--- config.mk ---
export PLATFORM = sky130hd
export DESIGN_NAME = dpp_ctrl
export DESIGN_NICKNAME = d
export VERILOG_FILES = /design/src/dpp_pkg.sv /design/src/dpp_ctrl.sv
export SDC_FILE = /design/constraint.sdc
export NUM_CORES = 1
export LEC_CHECK = 0
export ABC_AREA = 1
export ABC_CLOCK_PERIOD_IN_PS = 1100
export BUFFER_PORTS_ARGS = -buffer_cell sky130_fd_sc_hd__buf_4
export CORE_AREA = 5 5 42 44
export DETAILED_ROUTE_END_ITERATION = 10
export DIE_AREA = 0 0 47 49
export HOLD_SLACK_MARGIN = 0.06
export PLACE_DENSITY_LB_ADDON = 0.15
export SLEW_MARGIN = 20
export SYNTH_ARGS = -nofsm -noshare
export SYNTH_HDL_FRONTEND = slang
export SYNTH_SLANG_ARGS = --single-unit
--- constraint.sdc ---
create_clock -name clk -period 1.1 [get_ports clk]
set_clock_uncertainty 0.1 [all_clocks]
set_input_delay 0.275 -clock clk [delete_from_list [all_inputs] [get_ports clk]]
set_output_delay 0.275 -clock clk [all_outputs]
set_load 0.005 [all_outputs]
--- src/dpp_pkg.sv ---
`timescale 1ns / 1ps
// ----------------------------------------------------------------------------
// dpp_pkg
// Shared widths, constants and types of the depth pixel back-projection block.
// ----------------------------------------------------------------------------
package dpp_pkg;

	localparam int COORD_BITS = 12;

	localparam int PIX_W    = 12;
	localparam int DEPTH_W  = 16;
	localparam int CENTER_W = 20;
	localparam int INVF_W   = 16;
	localparam int POINT_W  = 32;
	localparam int CFG_IDX_W  = 4;
	localparam int CFG_DATA_W = 20;

	localparam int OFFS_W  = CENTER_W + 1;
	localparam int MAG_W   = CENTER_W;
	localparam int PROD1_W = MAG_W + DEPTH_W;
	localparam int SPLIT_W = PROD1_W / 2;
	localparam int PART_W  = SPLIT_W + INVF_W;
	localparam int PROD_W  = PROD1_W + INVF_W;
	localparam int FRAC_SHIFT = 20;

	localparam logic [PIX_W-1:0] COORD_MASK = PIX_W'((33'd1 << COORD_BITS) - 33'd1);

	localparam logic [CENTER_W-1:0] CENTER_X_RESET = CENTER_W'(29122);
	localparam logic [CENTER_W-1:0] CENTER_Y_RESET = CENTER_W'(22031);
	localparam logic [INVF_W-1:0]   INV_FX_RESET   = INVF_W'(814);
	localparam logic [INVF_W-1:0]   INV_FY_RESET   = INVF_W'(814);

	typedef enum logic [CFG_IDX_W-1:0] {
		REG_CENTER_X = 4'd0,
		REG_CENTER_Y = 4'd1,
		REG_INV_FX   = 4'd2,
		REG_INV_FY   = 4'd3
	} cfg_reg_t;

	typedef struct packed {
		logic [CENTER_W-1:0] center_x;
		logic [CENTER_W-1:0] center_y;
		logic [INVF_W-1:0]   inv_fx;
		logic [INVF_W-1:0]   inv_fy;
	} cam_cfg_t;

	typedef struct packed {
		logic s1;
		logic s2;
		logic s3;
		logic s4;
		logic s5;
	} stage_en_t;

endpackage

--- src/dpp_ctrl.sv ---
`timescale 1ns / 1ps
// ----------------------------------------------------------------------------
// dpp_ctrl
// Valid bits and per-stage load enables of the five-stage pipeline.
// ----------------------------------------------------------------------------
module dpp_ctrl import dpp_pkg::*; (
	input  logic      clk,
	input  logic      arst_n,
	input  logic      in_valid,
	input  logic      depth_nz,
	input  logic      out_ready,
	output logic      in_ready,
	output logic      out_valid,
	output stage_en_t en
);

	logic valid_s1, valid_s2, valid_s3, valid_s4, valid_s5;
	logic rdy1, rdy2, rdy3, rdy4, rdy5;

	// A stage may load when it is empty or its word moves on in this cycle.
	always_comb begin
		rdy5 = !valid_s5 || out_ready;
		rdy4 = !valid_s4 || rdy5;
		rdy3 = !valid_s3 || rdy4;
		rdy2 = !valid_s2 || rdy3;
		rdy1 = !valid_s1 || rdy2;
		en.s1 = rdy1;
		en.s2 = rdy2;
		en.s3 = rdy3;
		en.s4 = rdy4;
		en.s5 = rdy5;
	end

	always_ff @(posedge clk or negedge arst_n) begin
		if (!arst_n) begin
			valid_s1 <= 1'b0;
			valid_s2 <= 1'b0;
			valid_s3 <= 1'b0;
			valid_s4 <= 1'b0;
			valid_s5 <= 1'b0;
		end else begin
			if (rdy1) valid_s1 <= in_valid && depth_nz;
			if (rdy2) valid_s2 <= valid_s1;
			if (rdy3) valid_s3 <= valid_s2;
			if (rdy4) valid_s4 <= valid_s3;
			if (rdy5) valid_s5 <= valid_s4;
		end
	end

	assign in_ready  = rdy1;
	assign out_valid = valid_s5;

endmodule

==> results.cfg <==
[routing]
wl_um = 541
drtIter0Drc = 0
drtPass1Iterations = 1
viasPerCell = 3.55
ant_nets = 0
wl_per_cell_um = 9.33
drc_errors = 0
dr_total_vias = 206

[sta]
slew_violations = 0
fin_tns_setup_ns = -2.22
final.min_clock_period_ns = 1.45
worst_slack_ns = -0.352
fmax_mhz = 689
hold_violations = 0
tightest_slew_ns = 0.116
grt_setup_unrepaired = yes
setup_viol = 7
period_share_pct = 132
timing.slew.headroom_pct = 92.2

[cts]
cts_root_buf = clkbuf_4
clock_path_buffers = 2
cts_tree = built
cts.clk_slew.worst_paths_ns = 0.05
htree_levels = 1
cts_buffers = 3
clk_latency_ns = 0.24
cts.sinks = 5

[logic_synthesis]
synthArstFlopShare_pct = 100
synth_top_cell_by_area = dfrtp_1
yosys_warnings = 0
synth_most_common_cell = nand2_1
synth_common_cells = nand2_1 (7), buf_4 (5), dfrtp_1 (5), inv_1 (5), nand3_2 (2)
synth_area_um2 = 245
synth_nets = 31
synth_area_leaders = dfrtp_1 (51%), buf_4 (15%), nand2_1 (11%)
ys_seq_area_share_pct = 51.0
yosys.area.top_type_share_pct = 51.0
synth_edf_count = 0
synth_ff_type = dfrtp_1
synth-seq-cells = 5
postSynthAreaPerCell_um2 = 9.43
synth_cell_types = 7
synthCells = 26

[floorplan]
die-area_um2 = 2300
die_h_um = 49
io_pins = 12
num_rows = 14
start_util_pct = 17.5
die_w_um = 47
core_um2 = 1400

[grt]
antenna_found_initial = 0
grt_pass1_wl_um = 876
grt_use_met2_pct = 8.60
grtUsageMet3_pct = 2.21
grt.overflow.total = 0
grt_pass1_vias = 238
grt_max_degree = 6
grt_util_met1_pct = 5.33
grtUsageTotal_pct = 5.87
busiest_layer = met2

[min_path]
min_path_cells = 3
min_to = valid_s1
hp-class = in2reg
min_from = depth_nz

[final_layout]
antenna_cells = 0
fin_nets = 48
area_growth_syn_to_layout_pct = 63.8
stdcell_count = 58
drive_gt1_share_pct = 54.8

[job]
maxCapViolations = 0

[power]
power_density_nw_per_um2 = 1350
total_power_w = 0.000544
vdd_ir_drop_max_mv = 0.412
total_leakage_power_nw = 0.209

[placement]
portBuffers = 11
dp_cells = 50
gp_congestion = 0.659
hpwl_um = 413

[worst_setup_path]
regToRegSetupSlack_ns = 0.15
crit_path_start_kind = register
cp_data_arrival_time_ns = 1.08
worstReg2RegEnd = valid_s3
cp.required_ns = 0.72
reg2reg_from = valid_s4
endpoint_kind = output pin
crit_fanout = 4
critPathKind = reg2out
worstRegToRegCells = 3

[status]
status = finished, violations left
failed_checks = negative setup slack
-- logic make-up (layout without fill, tap and decap cells) --
logic type / count (synthesis) / in the layout / synth area share [%]
flops: 5 / 5 / 51.0
buf+inv: 10 / 26 / 23.0
simple gates: 11 / 11 / 26.0
-- placed cells by master (no fill, tap or decap), drive strengths merged --
cell,instances
buf,16
nand2,7
inv,5
dfrtp,5
clkbuf,4
nand3,2
nor2,1
or2,1
dlygate4sd3,1
-- metrics by stage --
stage	utilization [%]	cell area (µm²)	hold slack, ns	setup WS (ns)
2_1_floorplan	-	249	-0.121	-0.101
3_3_place_gp	23.2	325	-0.0205	-0.215
3_5_place_dp	23.2	325	-0.0152	-0.229
4_1_cts	28.7	402	0.126	-0.377
5_1_grt	28.7	402	0.134	-0.430
6_report	28.7	402	0.130	-0.352
-- worst max-delay path, cell delays in order, from the launching register on --
cell,delay [ns]
dfrtp_1,0.35
nand3_2,0.11
nor2_4,0.13
nand3_2,0.10
buf_4,0.15
-- power by group --
group / total (W) / internal (W) / switching, W
logic: 0.000113 / 0.0000715 / 0.0000413
clock network: 0.000217 / 0.000137 / 0.0000796
registers: 0.000214 / 0.000203 / 0.0000112
-- flip-flops by register name, summed over array words and instances, names as in the netlist --
signal,count
out_valid,1
valid_s3,1
valid_s4,1
valid_s1,1
valid_s2,1
-- cell type report --
cell class | count | area [µm²]
Clock buffer | 4 | 26.3
Tap cell | 16 | 20.0
Fill cell | 168 | 1000
Sequential cell | 5 | 125
Inverter | 5 | 18.8
Multi-Input combinational cell | 11 | 66.3
Timing Repair Buffer | 17 | 145
-- worst max-delay path by stage --
stage	start	to	slack (ns)	cells after the start
final	valid_s4	in_ready	-0.35	4
after global routing	valid_s4	in_ready	-0.43	4
after CTS	valid_s4	en[4]	-0.38	4
after detailed placement	out_ready	en[4]	-0.23	6
after global placement	out_ready	in_ready	-0.22	6
after floorplan	out_valid	en[4]	-0.10	4
-- timing repair --
action	4_1_cts	5_1_grt
hold buffers	1	0
setup endpoints to repair	7	7
pin swaps	0	0
hold endpoints to repair	5	0
resized for setup	5	1
cloned	0	0
buffers inserted	3	1
-- routing by layer --
| layer | vias to the layer above | share of wire (%) |
|---|---|---|
| met5 | - | 0 |
| met4 | 0 | 0 |
| met3 | 0 | 13 |
| met2 | 10 | 49 |
| met1 | 93 | 38 |
| li1 | 103 | - |
Power figures use the tool's default switching activity.
