<file path="config.mk">
export PLATFORM = sky130hd
export DESIGN_NAME = dpp_cfg
export DESIGN_NICKNAME = d
export VERILOG_FILES = /design/src/dpp_pkg.sv /design/src/dpp_cfg.sv
export SDC_FILE = /design/constraint.sdc
export NUM_CORES = 1
export LEC_CHECK = 0
export ABC_AREA = 0
export BUFFER_PORTS_ARGS = -buffer_cell sky130_fd_sc_hd__buf_2
export CORE_ASPECT_RATIO = 1.1
export CORE_UTILIZATION = 54
export CTS_CLUSTER_SIZE = 28
export DETAILED_ROUTE_END_ITERATION = 16
export GPL_TIMING_DRIVEN = 0
export PLACE_DENSITY = 0.86
export SYNTH_ARGS = -nofsm -noshare
export SYNTH_HDL_FRONTEND = slang
export SYNTH_SLANG_ARGS = --single-unit
</file>
<file path="constraint.sdc">
create_clock -name clk -period 2.1 [get_ports clk]
set_input_delay 0.21 -clock clk [delete_from_list [all_inputs] [get_ports clk]]
set_output_delay 0.21 -clock clk [all_outputs]
set_load 0.01 [all_outputs]
</file>
<file path="src/dpp_pkg.sv">
`timescale 1ns / 1ps
// ----------------------------------------------------------------------------
// dpp_pkg
// Shared widths, constants and types of the depth pixel back-projection block.
// ----------------------------------------------------------------------------
package dpp_pkg;

	localparam int COORD_BITS = 12;

	localparam int PIX_W    = 12;
	localparam int DEPTH_W  = 16;
	localparam int CENTER_W = 20;
	localparam int INVF_W   = 16;
	localparam int POINT_W  = 32;
	localparam int CFG_IDX_W  = 4;
	localparam int CFG_DATA_W = 20;

	localparam int OFFS_W  = CENTER_W + 1;
	localparam int MAG_W   = CENTER_W;
	localparam int PROD1_W = MAG_W + DEPTH_W;
	localparam int SPLIT_W = PROD1_W / 2;
	localparam int PART_W  = SPLIT_W + INVF_W;
	localparam int PROD_W  = PROD1_W + INVF_W;
	localparam int FRAC_SHIFT = 20;

	localparam logic [PIX_W-1:0] COORD_MASK = PIX_W'((33'd1 << COORD_BITS) - 33'd1);

	localparam logic [CENTER_W-1:0] CENTER_X_RESET = CENTER_W'(29122);
	localparam logic [CENTER_W-1:0] CENTER_Y_RESET = CENTER_W'(22031);
	localparam logic [INVF_W-1:0]   INV_FX_RESET   = INVF_W'(814);
	localparam logic [INVF_W-1:0]   INV_FY_RESET   = INVF_W'(814);

	typedef enum logic [CFG_IDX_W-1:0] {
		REG_CENTER_X = 4'd0,
		REG_CENTER_Y = 4'd1,
		REG_INV_FX   = 4'd2,
		REG_INV_FY   = 4'd3
	} cfg_reg_t;

	typedef struct packed {
		logic [CENTER_W-1:0] center_x;
		logic [CENTER_W-1:0] center_y;
		logic [INVF_W-1:0]   inv_fx;
		logic [INVF_W-1:0]   inv_fy;
	} cam_cfg_t;

	typedef struct packed {
		logic s1;
		logic s2;
		logic s3;
		logic s4;
		logic s5;
	} stage_en_t;

endpackage

</file>
<file path="src/dpp_cfg.sv">
`timescale 1ns / 1ps
// ----------------------------------------------------------------------------
// dpp_cfg
// Camera intrinsics register file, written through the configuration channel.
// ----------------------------------------------------------------------------
module dpp_cfg import dpp_pkg::*; (
	input  logic                  clk,
	input  logic                  arst_n,
	input  logic                  wr_en,
	input  logic [CFG_IDX_W-1:0]  wr_index,
	input  logic [CFG_DATA_W-1:0] wr_data,
	output cam_cfg_t              cam
);

	cam_cfg_t cam_q;

	always_ff @(posedge clk or negedge arst_n) begin
		if (!arst_n) begin
			cam_q.center_x <= CENTER_X_RESET;
			cam_q.center_y <= CENTER_Y_RESET;
			cam_q.inv_fx   <= INV_FX_RESET;
			cam_q.inv_fy   <= INV_FY_RESET;
		end else if (wr_en) begin
			unique case (wr_index)
				REG_CENTER_X: cam_q.center_x <= wr_data[CENTER_W-1:0];
				REG_CENTER_Y: cam_q.center_y <= wr_data[CENTER_W-1:0];
				REG_INV_FX:   cam_q.inv_fx   <= wr_data[INVF_W-1:0];
				REG_INV_FY:   cam_q.inv_fy   <= wr_data[INVF_W-1:0];
				default: ;
			endcase
		end
	end

	assign cam = cam_q;

endmodule

</file>
==> metrics.md, run 1 <==
| Metric | Value |
|---|---|
| Status | finished, final reports clean |
| CTS buffer count | 9 |
| CTS tree | done |
| Die W | 72.6 um |
| Worst EP arrival | 1.02 ns |
| P_leak | 1.92 nW |
| Syn-to-layout area delta | 28.6% |
| Reg2reg start | cam[14] |
| Largest net degree at the start of global routing | 73 |
| Internal power | 3.23 mW |
| Fin crit period | 1.23 ns |
| Slew Viols, Final | 0 |
| R2r setup slk | 1.33 ns |
| Final WL | 5.72 mm |
| Die footprint | 0.00578 sq mm |
| Switch share | 25.6% |
| Root Driver | clkbuf_8 |
| Total gr overflow | 0 |
| Post-CTS setup buffer count | 0 |
| Sequential power share | 45.4% |
| Number of I/O pins | 99 |
| Worst-Skew Late Latency | 0.34 ns |
| Fmax | 0.812 GHz |
| WS Path Type | reg -> out |
| RSZ-0062 raised after global routing | no |
| Core Region | 0.00513 sq mm |
| Mapped Area | 0.00296 sq mm |
| Clk_skew | 0 ns |
| Cell depth of the worst hold path | 2 |
| # rows | 27 |
| Post-DP HPWL | 3.98 mm |
| Iteration count of the initial detailed-routing pass | 4 |
| Seq cells post-synth | 72 |
| WP buf/inv | 1 |
| CP Data Required Time | 1.89 ns |
| Die span in y | 79.6 um |
| Hold crit path type | in -> reg |
| Gp weighted congestion | 0.710 |
| Vias per cell | 5.08 |
| Psw | 1.11 mW |
| Crit path launch | cam[8] |
| Post-synth top area cell | dfrtp_1 |
| Critical-path cell list | buf_2 |
| Routed len/inst | 16.7 um |
| Area contributors post-synth | dfrtp_1, dfstp_2, mux2_4 |
| Register area share after synthesis | 62.1% |
| FFs w/ async S/R, synth | 100% |
| Post-synth EDFFs | 0 |
| Slew headroom | 44.2% |
| Worst Path Max Fanout | 2 |
| Top cells by count, synth | dfrtp_1, mux2_4, mux2_2 |
| Worst path depth | 1 |
| Worst setup path endpoint | cam[8] |
| DR iter-0 viols | 49 |
| Combinational power share | 23.5% |
| Startpoint Class | flop |
| Clk buf depth | 2 |
| Period utilisation layout | 58.6% |
| Fin nets | 292 |
| Cell depth of the worst flop-to-flop path | 1 |
| Final setup vio count | 0 |
| Max IR drop VDD | 0.643 mV |
| Vias in the first global route | 1835 |
| Port bufs | 98 |
| Largest register FFs | 72 |
| Total power | 4.34 mW |
| Antenna-violating nets left | 0 |
| Tot GR Track Use | 22.3% |
| RR Endpoint | cam[14] |
| Synth Warn # | 0 |
| DRC viols | 0 |
| Cell with the largest stage delay on the worst path | dfstp_2 |
| Power Density | 1140 mW/mm^2 |
| Clock transition at path regs | 0.08 ns |
| Worst Max-Slew Pin Slew | 0.837 ns |
| Delay-heaviest family, CP | flip-flops |
| Synth cell types | 10 |
| Syn nets | 182 |
| # clock sinks | 72 |
| Clock power share | 31.1% |
| Initial core utilization | 57.6% |
| First-pass GRT wire length | 9.33 mm |
| Vias | 1738 |
| Slowest stage delay, CP | 0.55 ns |
| CP endpoint kind | output pin |
| Setup TNS | 0 ns |
| Avg Inst Size Synth | 19.1 sq um |
| Share of cells above drive strength 1 | 83.0% |
| Final Hold Viols | 0 |
| Top_reg_cell synth | dfrtp_1 |
| Ant. Diodes | 0 |
| H-Tree Depth | 3 |
| Count leader, synth | dfrtp_1 |
| Max cap viols | 0 |
| Initial antenna violation count | 0 |
| Synthesized instance count | 155 |
| Share of the synthesized area in the top cell type | 38.1% |
repair_timing:
item	in CTS	in global routing
hold endpoints to repair	14	0
hold buffers	1	0
gates resized for setup	0	0
metrics by stage:
stage	hold WS, ns	area, sq um	setup slack, ns	util [%]	std cells
3_5_place_dp	0.372	3540	0.637	69.0	325
3_3_place_gp	0.455	3540	0.478	68.9	325
6_report	0.106	3800	0.869	74.1	342
2_1_floorplan	-0.0856	2960	0.875	-	155
5_1_grt	0.0971	3800	0.829	74.1	342
4_1_cts	0.0880	3800	0.857	74.1	342
cell usage in the layout, fill, tap and decap left out, types with 3 or more instances in the layout:
| cell type | count |
|---|---|
| mux2_4 | 42 |
| clkbuf_8 | 11 |
| mux2_2 | 30 |
| bufinv_16 | 3 |
| dfstp_2 | 27 |
| dfrtp_1 | 45 |
| buf_2 | 97 |
| buf_6 | 6 |
how the worst min path moves through the flow:
stage                         end         from
after floorplan            cam[0]       arst_n
after global placement    cam[71]  wr_data[19]
after detailed placement  cam[13]       arst_n
after CTS                 cam[71]  wr_data[19]
after global routing      cam[71]  wr_data[19]
final                     cam[71]  wr_data[19]
metal layers:
| metal | global-route usage (%) | share of wire (%) | vias to the layer above |
|---|---|---|---|
| met5 | 0 | 0 | - |
| met4 | 10.6 | 2.0 | 0 |
| met3 | 6.69 | 5.8 | 9 |
| met2 | 34.8 | 48 | 72 |
| met1 | 28.3 | 44 | 885 |
| li1 | - | - | 772 |
area by class of cell:
cell class,instances,area (sq um)
flip-flops and latches,72,1840
multi-input cells,77,1050
repair buffers,99,503
fillers,351,1330
clock buffers,11,151
well taps,72,90.1
plain buffers,6,67.6
clock inverters,5,103
power groups by stage:
stage | combinational [mW] | clock (mW) | sequential, mW
after global routing | 1.10 | 1.43 | 2.01
after CTS | 1.04 | 1.38 | 1.97
after global placement | 0.998 | 0 | 1.98
after floorplan | 0.411 | 0 | 2.14
final | 1.02 | 1.35 | 1.97
after detailed placement | 1.03 | 0 | 1.99
cells by family (layout without fill, tap and decap cells):
logic type / after synthesis / after routing / share of synthesized area, %
DFF: 72 / 72 / 62.1
and+or+nand+nor: 5 / 5 / 2.92
buffers and inverters: 6 / 121 / 2.28
muxes: 72 / 72 / 32.7
Power figures use the tool's default switching activity.
==> run 2, diff against run 1 <==
Settings changed: ABC_AREA 0 to 1, CORE_UTILIZATION 54 to 46, PLACE_DENSITY 0.86 to 0.77.
Clock period 2.1 ns to 1 ns, I/O delays scaled along.
==> run 2 against run 1 <==
The flow now finishes with violations (negative hold slack, negative setup slack). Critical path depth unchanged. Hold slack got worse by 0.25 ns. Area after synthesis increased by 6.0%. Largest power group unchanged. Highest routed layer unchanged. Largest cell class unchanged.
==> metrics.md, run 2 <==
| Metric | Value |
|---|---|
| Status | finished with violations (was finished, final reports clean) |
| Failing checks | negative hold slack, negative setup slack |
| Tot GR Track Use | 24.4% (was 22.3%) |
| Mapped Area | 0.00314 sq mm (was 0.00296 sq mm) |
| Cell depth of the worst flop-to-flop path | 4 (was 1) |
| Die span in y | 88.6 um (was 79.6 um) |
| Port bufs | 98 (unchanged) |
| Power Density | 2090 mW/mm^2 (was 1140 mW/mm^2) |
| Hold crit path type | in -> async (was in -> reg) |
| RSZ-0062 raised after global routing | yes (was no) |
| # rows | 31 (was 27) |
| Seq cells post-synth | 72 (unchanged) |
| RR Endpoint | cam[63] (was cam[14]) |
| Max IR drop VDD | 1.04 mV (was 0.643 mV) |
| Mux cell area share after synthesis | 0% (was 32.7%) |
| Final worst slack | -0.105 ns (was 0.869 ns) |
| # clock sinks | 72 (unchanged) |
| Antenna-violating nets left | 0 (unchanged) |
| Largest net degree at the start of global routing | 73 (unchanged) |
| R2r setup slk | 0.15 ns (was 1.33 ns) |
| DR iter-0 viols | 274 (was 49) |
| Register area share after synthesis | 58.5% (was 62.1%) |
| Top cells by count, synth | nand2_1, nand4_1, dfrtp_1 (was dfrtp_1, mux2_4, mux2_2) |
| P_leak | 2.28 nW (was 1.92 nW) |
| Startpoint Class | flop (unchanged) |
| Root Driver | clkbuf_8 (unchanged) |
| Final Hold Viols | 45 (was 0) |
| Crit path launch | cam[33] (was cam[8]) |
| Slew headroom | 40.0% (was 44.2%) |
| Hold WS | -0.142 ns (was 0.106 ns) |
| Complex-gate fraction of the synthesized area | 0% (unchanged) |
| Ant. Diodes | 0 (unchanged) |
| Clk buf depth | 2 (unchanged) |
| Area contributors post-synth | dfrtp_1, dfstp_2, nand2_1 (was dfrtp_1, dfstp_2, mux2_4) |
| Synth Area in Adders | 0% (unchanged) |
| Final setup vio count | 27 (was 0) |
| Initial core utilization | 47.6% (was 57.6%) |
| CP endpoint kind | output pin (unchanged) |
| Post-Synth Simple-Gate Area | 34.4% (was 2.92%) |
| Iteration count of the initial detailed-routing pass | 4 (unchanged) |
| Fin crit period | 1.11 ns |
| Cell with the largest stage delay on the worst path | dfstp_2 (unchanged) |
| Post-DP HPWL | 5.65 mm (was 3.98 mm) |
| Number of I/O pins | 99 (unchanged) |
| Largest register FFs | 72 (unchanged) |
| WP buf/inv | 1 (unchanged) |
| Met3 Use GR | 4.12% (was 6.69%) |
| Post-synth top area cell | dfrtp_1 (unchanged) |
| CTS buffer count | 9 (unchanged) |
| Top_reg_cell synth | dfrtp_1 (unchanged) |
| Core Region | 0.00659 sq mm (was 0.00513 sq mm) |
| DRC viols | 0 (unchanged) |
| Clock transition at path regs | 0.08 ns (about the same) |
| Syn-to-layout area delta | 35.4% (was 28.6%) |
| Busiest grt layer | met2 (unchanged) |
| Count leader, synth | nand2_1 (was dfrtp_1) |
| Clk_skew | 0 ns (unchanged) |
| Fin nets | 479 (was 292) |
| Vias in the first global route | 2578 (was 1835) |
| Total power | 8.85 mW (was 4.34 mW) |
| Synth cell types | 14 (was 10) |
| Post-synth EDFFs | 0 (unchanged) |
| Syn nets | 354 (was 182) |
| Routed len/inst | 15.6 um (was 16.7 um) |
| Synth Warn # | 0 (unchanged) |
| Die W | 80.7 um (was 72.6 um) |
| H-Tree Depth | 3 (unchanged) |
| Slew Viols, Final | 0 (unchanged) |
| Fmax | 0.905 GHz |
| Reg2reg start | cam[63] (was cam[14]) |
| FFs w/ async S/R, synth | 100% (unchanged) |
| GRT met1 Usage | 32.7% (was 28.3%) |
| Post-synthesis xor/xnor area fraction | 0% (unchanged) |
| Worst Path Max Fanout | 2 (unchanged) |
| WS Path Type | reg -> out (unchanged) |
| Total gr overflow | 0 (unchanged) |
| Share of cells above drive strength 1 | 42.5% (was 83.0%) |
| Vias per cell | 5.28 (was 5.08) |
| Max cap viols | 0 (unchanged) |
| First-pass GRT wire length | 12.9 mm (was 9.33 mm) |
| Slowest stage delay, CP | 0.55 ns (about the same) |
| Initial antenna violation count | 0 (unchanged) |
| Worst EP arrival | 1.01 ns (was 1.02 ns) |
| CTS tree | done (unchanged) |
| Share of the synthesized area in the top cell type | 35.9% (was 38.1%) |
| Commonest non-fill, non-tap cell in the layout | nand2_1 (was buf_2) |
| Worst path depth | 1 (unchanged) |
| Delay-heaviest family, CP | flip-flops (unchanged) |
| Setup TNS | -2.31 ns (was 0 ns) |
| CP Data Required Time | 0.90 ns (was 1.89 ns) |
| Vias | 2844 (was 1738) |
| GR met2 Demand/Resource | 38.8% (was 34.8%) |
| Final WL | 8.40 mm (was 5.72 mm) |
| Main combinational cell family by area after synthesis | simple AND/OR/NAND/NOR gates (was multiplexers) |
| Most frequent cells in the layout | nand2_1, buf_2, nand4_1, dfrtp_1, buf_6 (was buf_2, dfrtp_1, mux2_4, mux2_2, dfstp_2) |
| Period utilisation layout | 111% |
| Avg Inst Size Synth | 9.59 sq um (was 19.1 sq um) |
| Critical-path cell list | buf_6 (was buf_2) |
| Synthesized instance count | 327 (was 155) |
| Worst setup path endpoint | cam[33] (was cam[8]) |
| Die footprint | 0.00715 sq mm (was 0.00578 sq mm) |
| Gp weighted congestion | 0.766 (was 0.710) |
| Worst-Skew Late Latency | 0.34 ns (about the same) |
| Worst Max-Slew Pin Slew | 0.899 ns (was 0.837 ns) |
run 2: cell types whose count changed after synthesis, sizes merged, moves of 3 or more:
cell and delta:
buf +23, inv +3, nand2 +145, nand3 +4, nand4 +71, mux2 -72
run 2: worst min-delay path by stage:
| stage | slack (ns) | startpoint | end |
|---|---|---|---|
| final | -0.14 | arst_n | cam[39] |
| after global routing | -0.06 | arst_n | cam[57] |
| after CTS | -0.1 | arst_n | cam[39] |
| after detailed placement | 0.28 | arst_n | cam[39] |
| after global placement | 0.38 | wr_data[3] | cam[35] |
| after floorplan | -0.20 | arst_n | cam[0] |
run 2: logic make-up (layout without fill, tap and decap cells):
group         count (synthesis)  count (layout)
buf+inv                      32             162
simple gates                223             223
flops                        72              72
run 2: through the flow:
stage               setup WS (ns)  instance area [sq um]  util [%]  hold slack (ns)  cells
floorplan                   0.129                   3140         -           -0.196    327
global placement           -0.536                   3730      56.5            0.375    507
detailed placement        -0.0880                   3730      56.6            0.278    507
CTS                        -0.110                   4140      62.8          -0.0977    527
global route               -0.128                   4240      64.4          -0.0598    539
finish                     -0.105                   4240      64.4           -0.142    539
run 2: timing repair:
| item | 4_1_cts | 5_1_grt |
|---|---|---|
| setup buffers | 4 | 12 |
| endpoints found under the hold margin | 45 | 45 |
| pin swaps | 0 | 0 |
| gates resized for setup | 27 | 3 |
| setup endpoints to repair | 31 | 56 |
run 2: layout make-up:
cell class / count / area, sq um
clock buffer: 10 / 128
inverter: 3 / 11.3
tap: 82 / 103
buffer: 29 / 209
timing repair buffer: 114 / 795
multi-input combinational: 223 / 1080
sequential: 72 / 1840
clock inverter: 6 / 83.8
fill: 563 / 2350
run 2: per-layer routing:
| layer | wire [um] | vias to the layer above |
|---|---|---|
| met4 | 131 | 0 |
| met2 | 4130 | 115 |
| met1 | 3630 | 1354 |
| li1 | - | 1364 |
| met5 | 0 | - |
| met3 | 504 | 11 |
run 2: report_power, final:
part	total (mW)	internal, mW	leakage, nW	switching [mW]
registers	4.05	3.67	0.854	0.378
logic	2.32	1.16	1.32	1.16
clock network	2.48	1.40	0.110	1.09
total	8.85	6.23	2.28	2.62
==> run 3, diff against run 2 <==
Settings changed: CORE_MARGIN set to 2, HOLD_SLACK_MARGIN set to 0.08, PLACE_DENSITY 0.77 to 0.74.
==> run 3 against run 2 <==
The run still ends with negative hold slack, negative setup slack left. Clock skew did not move. Design area rose by 6.4%. Die area rose by 4.8%. Largest cell class unchanged. Final cell count rose by 5.2%. Count of clock-buffer cells in the layout did not move. Power rose by 0.41%. Utilization rose by 4.1 points. Highest routed layer unchanged.
==> metrics.md, run 3 (synthesized netlist as in run 2, its figures left out) <==
| Metric | Value |
|---|---|
| Utilization after layout | 68.5% (was 64.4%) |
| Post-cts hold buffer count | 20 |
| WS Path Type | reg -> out (unchanged) |
| # rows | 31 (unchanged) |
| Top routing layer in use | met4 (unchanged) |
| Die span in y | 90.6 um (was 88.6 um) |
| Power Density | 1970 mW/mm^2 (was 2090 mW/mm^2) |
| Core Region | 0.00659 sq mm (unchanged) |
| P_leak | 2.41 nW (was 2.28 nW) |
| Failing checks | negative hold slack, negative setup slack (unchanged) |
| Placed cell area | 0.00373 sq mm (unchanged) |
| Setup WS pre-CTS | -0.0777 ns (was -0.0880 ns) |
| Worst Path Max Fanout | 2 (unchanged) |
| Slowest stage delay, CP | 0.56 ns (was 0.55 ns) |
| RSZ-0062 raised after global routing | yes (unchanged) |
| Fmax | 0.898 GHz (was 0.905 GHz) |
| Root Driver | clkbuf_8 (unchanged) |
| Die W | 82.7 um (was 80.7 um) |
| Initial core utilization | 47.6% (unchanged) |
| Slew Viols, Final | 0 (unchanged) |
| DR iter-0 viols | 277 (was 274) |
| Clk_skew | 0 ns (unchanged) |
| Commonest non-fill, non-tap cell in the layout | nand2_1 (unchanged) |
| CTS tree | done (unchanged) |
| Design area | 0.00451 sq mm (was 0.00424 sq mm) |
| Gp weighted congestion | 0.776 (was 0.766) |
| Port bufs | 98 (unchanged) |
| Critical-path cell list | buf_6 (unchanged) |
| Cell depth of the worst flop-to-flop path | 3 (was 4) |
| Largest register FFs | 72 (unchanged) |
| Startpoint Class | flop (unchanged) |
| Die footprint | 0.00749 sq mm (was 0.00715 sq mm) |
| Initial antenna violation count | 0 (unchanged) |
| Final Hold Viols | 45 (unchanged) |
| Ant. Diodes | 0 (unchanged) |
| Final worst slack | -0.114 ns (was -0.105 ns) |
| Wl on met1 | 3.72 mm (was 3.63 mm) |
| Clock transition at path regs | 0.08 ns (about the same) |
| Final WL | 9.09 mm (was 8.40 mm) |
| Total power | 8.89 mW (was 8.85 mW) |
| WP buf/inv | 1 (unchanged) |
| Fin nets | 507 (was 479) |
| RR Endpoint | cam[9] (was cam[63]) |
| Vias | 3036 (was 2844) |
| Antenna-violating nets left | 0 (unchanged) |
| Multi-input gate area | 0.00108 sq mm (unchanged) |
| Routed len/inst | 16.0 um (was 15.6 um) |
| Final setup vio count | 29 (was 27) |
| Reg2reg start | cam[9] (was cam[63]) |
| Number of I/O pins | 99 (unchanged) |
| Met2 routed WL | 4.69 mm (was 4.13 mm) |
| Max cap viols | 0 (unchanged) |
| First-pass GRT wire length | 14.4 mm (was 12.9 mm) |
| CP Data Required Time | 0.90 ns (about the same) |
| DRC viols | 0 (unchanged) |
| Hold WS | -0.132 ns (was -0.142 ns) |
| Metal3 WL | 490 um (was 504 um) |
| # placed instances | 507 (unchanged) |
| Fill cells | 521 (was 563) |
| Vias per cell | 5.35 (was 5.28) |
| Most frequent cells in the layout | nand2_1, buf_2, nand4_1, dfrtp_1, buf_6 (unchanged) |
| Iteration count of the initial detailed-routing pass | 5 (was 4) |
| Share of cells above drive strength 1 | 41.9% (was 42.5%) |
| Period utilisation layout | 111% (about the same) |
| Sequential cell area | 0.00184 sq mm (unchanged) |
| Clk buf depth | 2 (unchanged) |
| Delay-heaviest family, CP | flip-flops (unchanged) |
| Vias in the first global route | 2999 (was 2578) |
| Total gr overflow | 0 (unchanged) |
| Tot GR Track Use | 25.3% (was 24.4%) |
| CTS buffer count | 9 (unchanged) |
| Syn-to-layout area delta | 44.0% (was 35.4%) |
| Fin crit period | 1.11 ns (about the same) |
| Hold crit path type | in -> async (unchanged) |
| R2r setup slk | 0.18 ns (was 0.15 ns) |
| Non-filler cells in the finished layout | 567 (was 539) |
| Post-DP HPWL | 5.84 mm (was 5.65 mm) |
| # clock sinks | 72 (unchanged) |
| Status | finished with violations (unchanged) |
| Worst EP arrival | 1.01 ns (about the same) |
| Largest net degree at the start of global routing | 73 (unchanged) |
| Worst Max-Slew Pin Slew | 0.879 ns (was 0.899 ns) |
| Cell with the largest stage delay on the worst path | dfstp_2 (unchanged) |
| CP endpoint kind | output pin (unchanged) |
| Slew headroom | 41.4% (was 40.0%) |
| Worst-Skew Late Latency | 0.34 ns (about the same) |
| H-Tree Depth | 3 (unchanged) |
| Max IR drop VDD | 0.984 mV (was 1.04 mV) |
[run 3: through the flow]
step / hold slack [ns] / TNS [ns]
3_5_place_dp: 0.282 / -2.38
5_1_grt: -0.0691 / -3.56
2_1_floorplan: -0.196 / 0
4_1_cts: -0.0932 / -2.64
3_3_place_gp: 0.372 / -28.99
6_report: -0.132 / -2.26
[run 3: timing repair]
action,4_1_cts,5_1_grt
endpoints found under the setup margin,28,60
resized for setup,28,6
pin swaps,0,0
setup buffers,5,19
hold endpoints to repair,116,45
[run 3: where the power goes]
group | switching, mW | internal (mW)
clock network | 1.08 | 1.21
logic | 1.21 | 1.32
registers | 0.394 | 3.67
[run 3: worst max-delay path by stage]
stage	end	slack (ns)	cells past startpoint	start
floorplan	cam[52]	0.13	6	wr_index[3]
global placement	cam[57]	-0.50	1	arst_n
detailed placement	cam[71]	-0.08	7	wr_index[3]
CTS	cam[66]	-0.12	1	cam[66]
global route	cam[66]	-0.15	1	cam[66]
finish	cam[66]	-0.11	1	cam[66]
[run 3: area by class of cell]
| type | instances | share of cell area, % |
|---|---|---|
| buffer | 29 | 4.63 |
| tap | 82 | 2.27 |
| clock buffer | 10 | 3.05 |
| clock inverter | 6 | 1.30 |
| inverter | 3 | 0.249 |
| multi-input combinational | 223 | 23.9 |
| sequential | 72 | 40.7 |
| timing repair buffer | 142 | 23.9 |
[run 3: worst register-to-register path, delay by kind of cell (launching register included)]
| family | cells | cell delay [ns] |
|---|---|---|
| flip-flops | 1 | 0.54 |
| AND/OR/NAND/NOR | 2 | 0.13 |
| buffers and inverters | 1 | 0.10 |
[run 3: per-layer routing]
layer | track usage [%] | vias up
met5 | 0 | -
met4 | 10.4 | 0
met3 | 6.50 | 16
met2 | 40.4 | 102
met1 | 32.3 | 1497
li1 | - | 1421
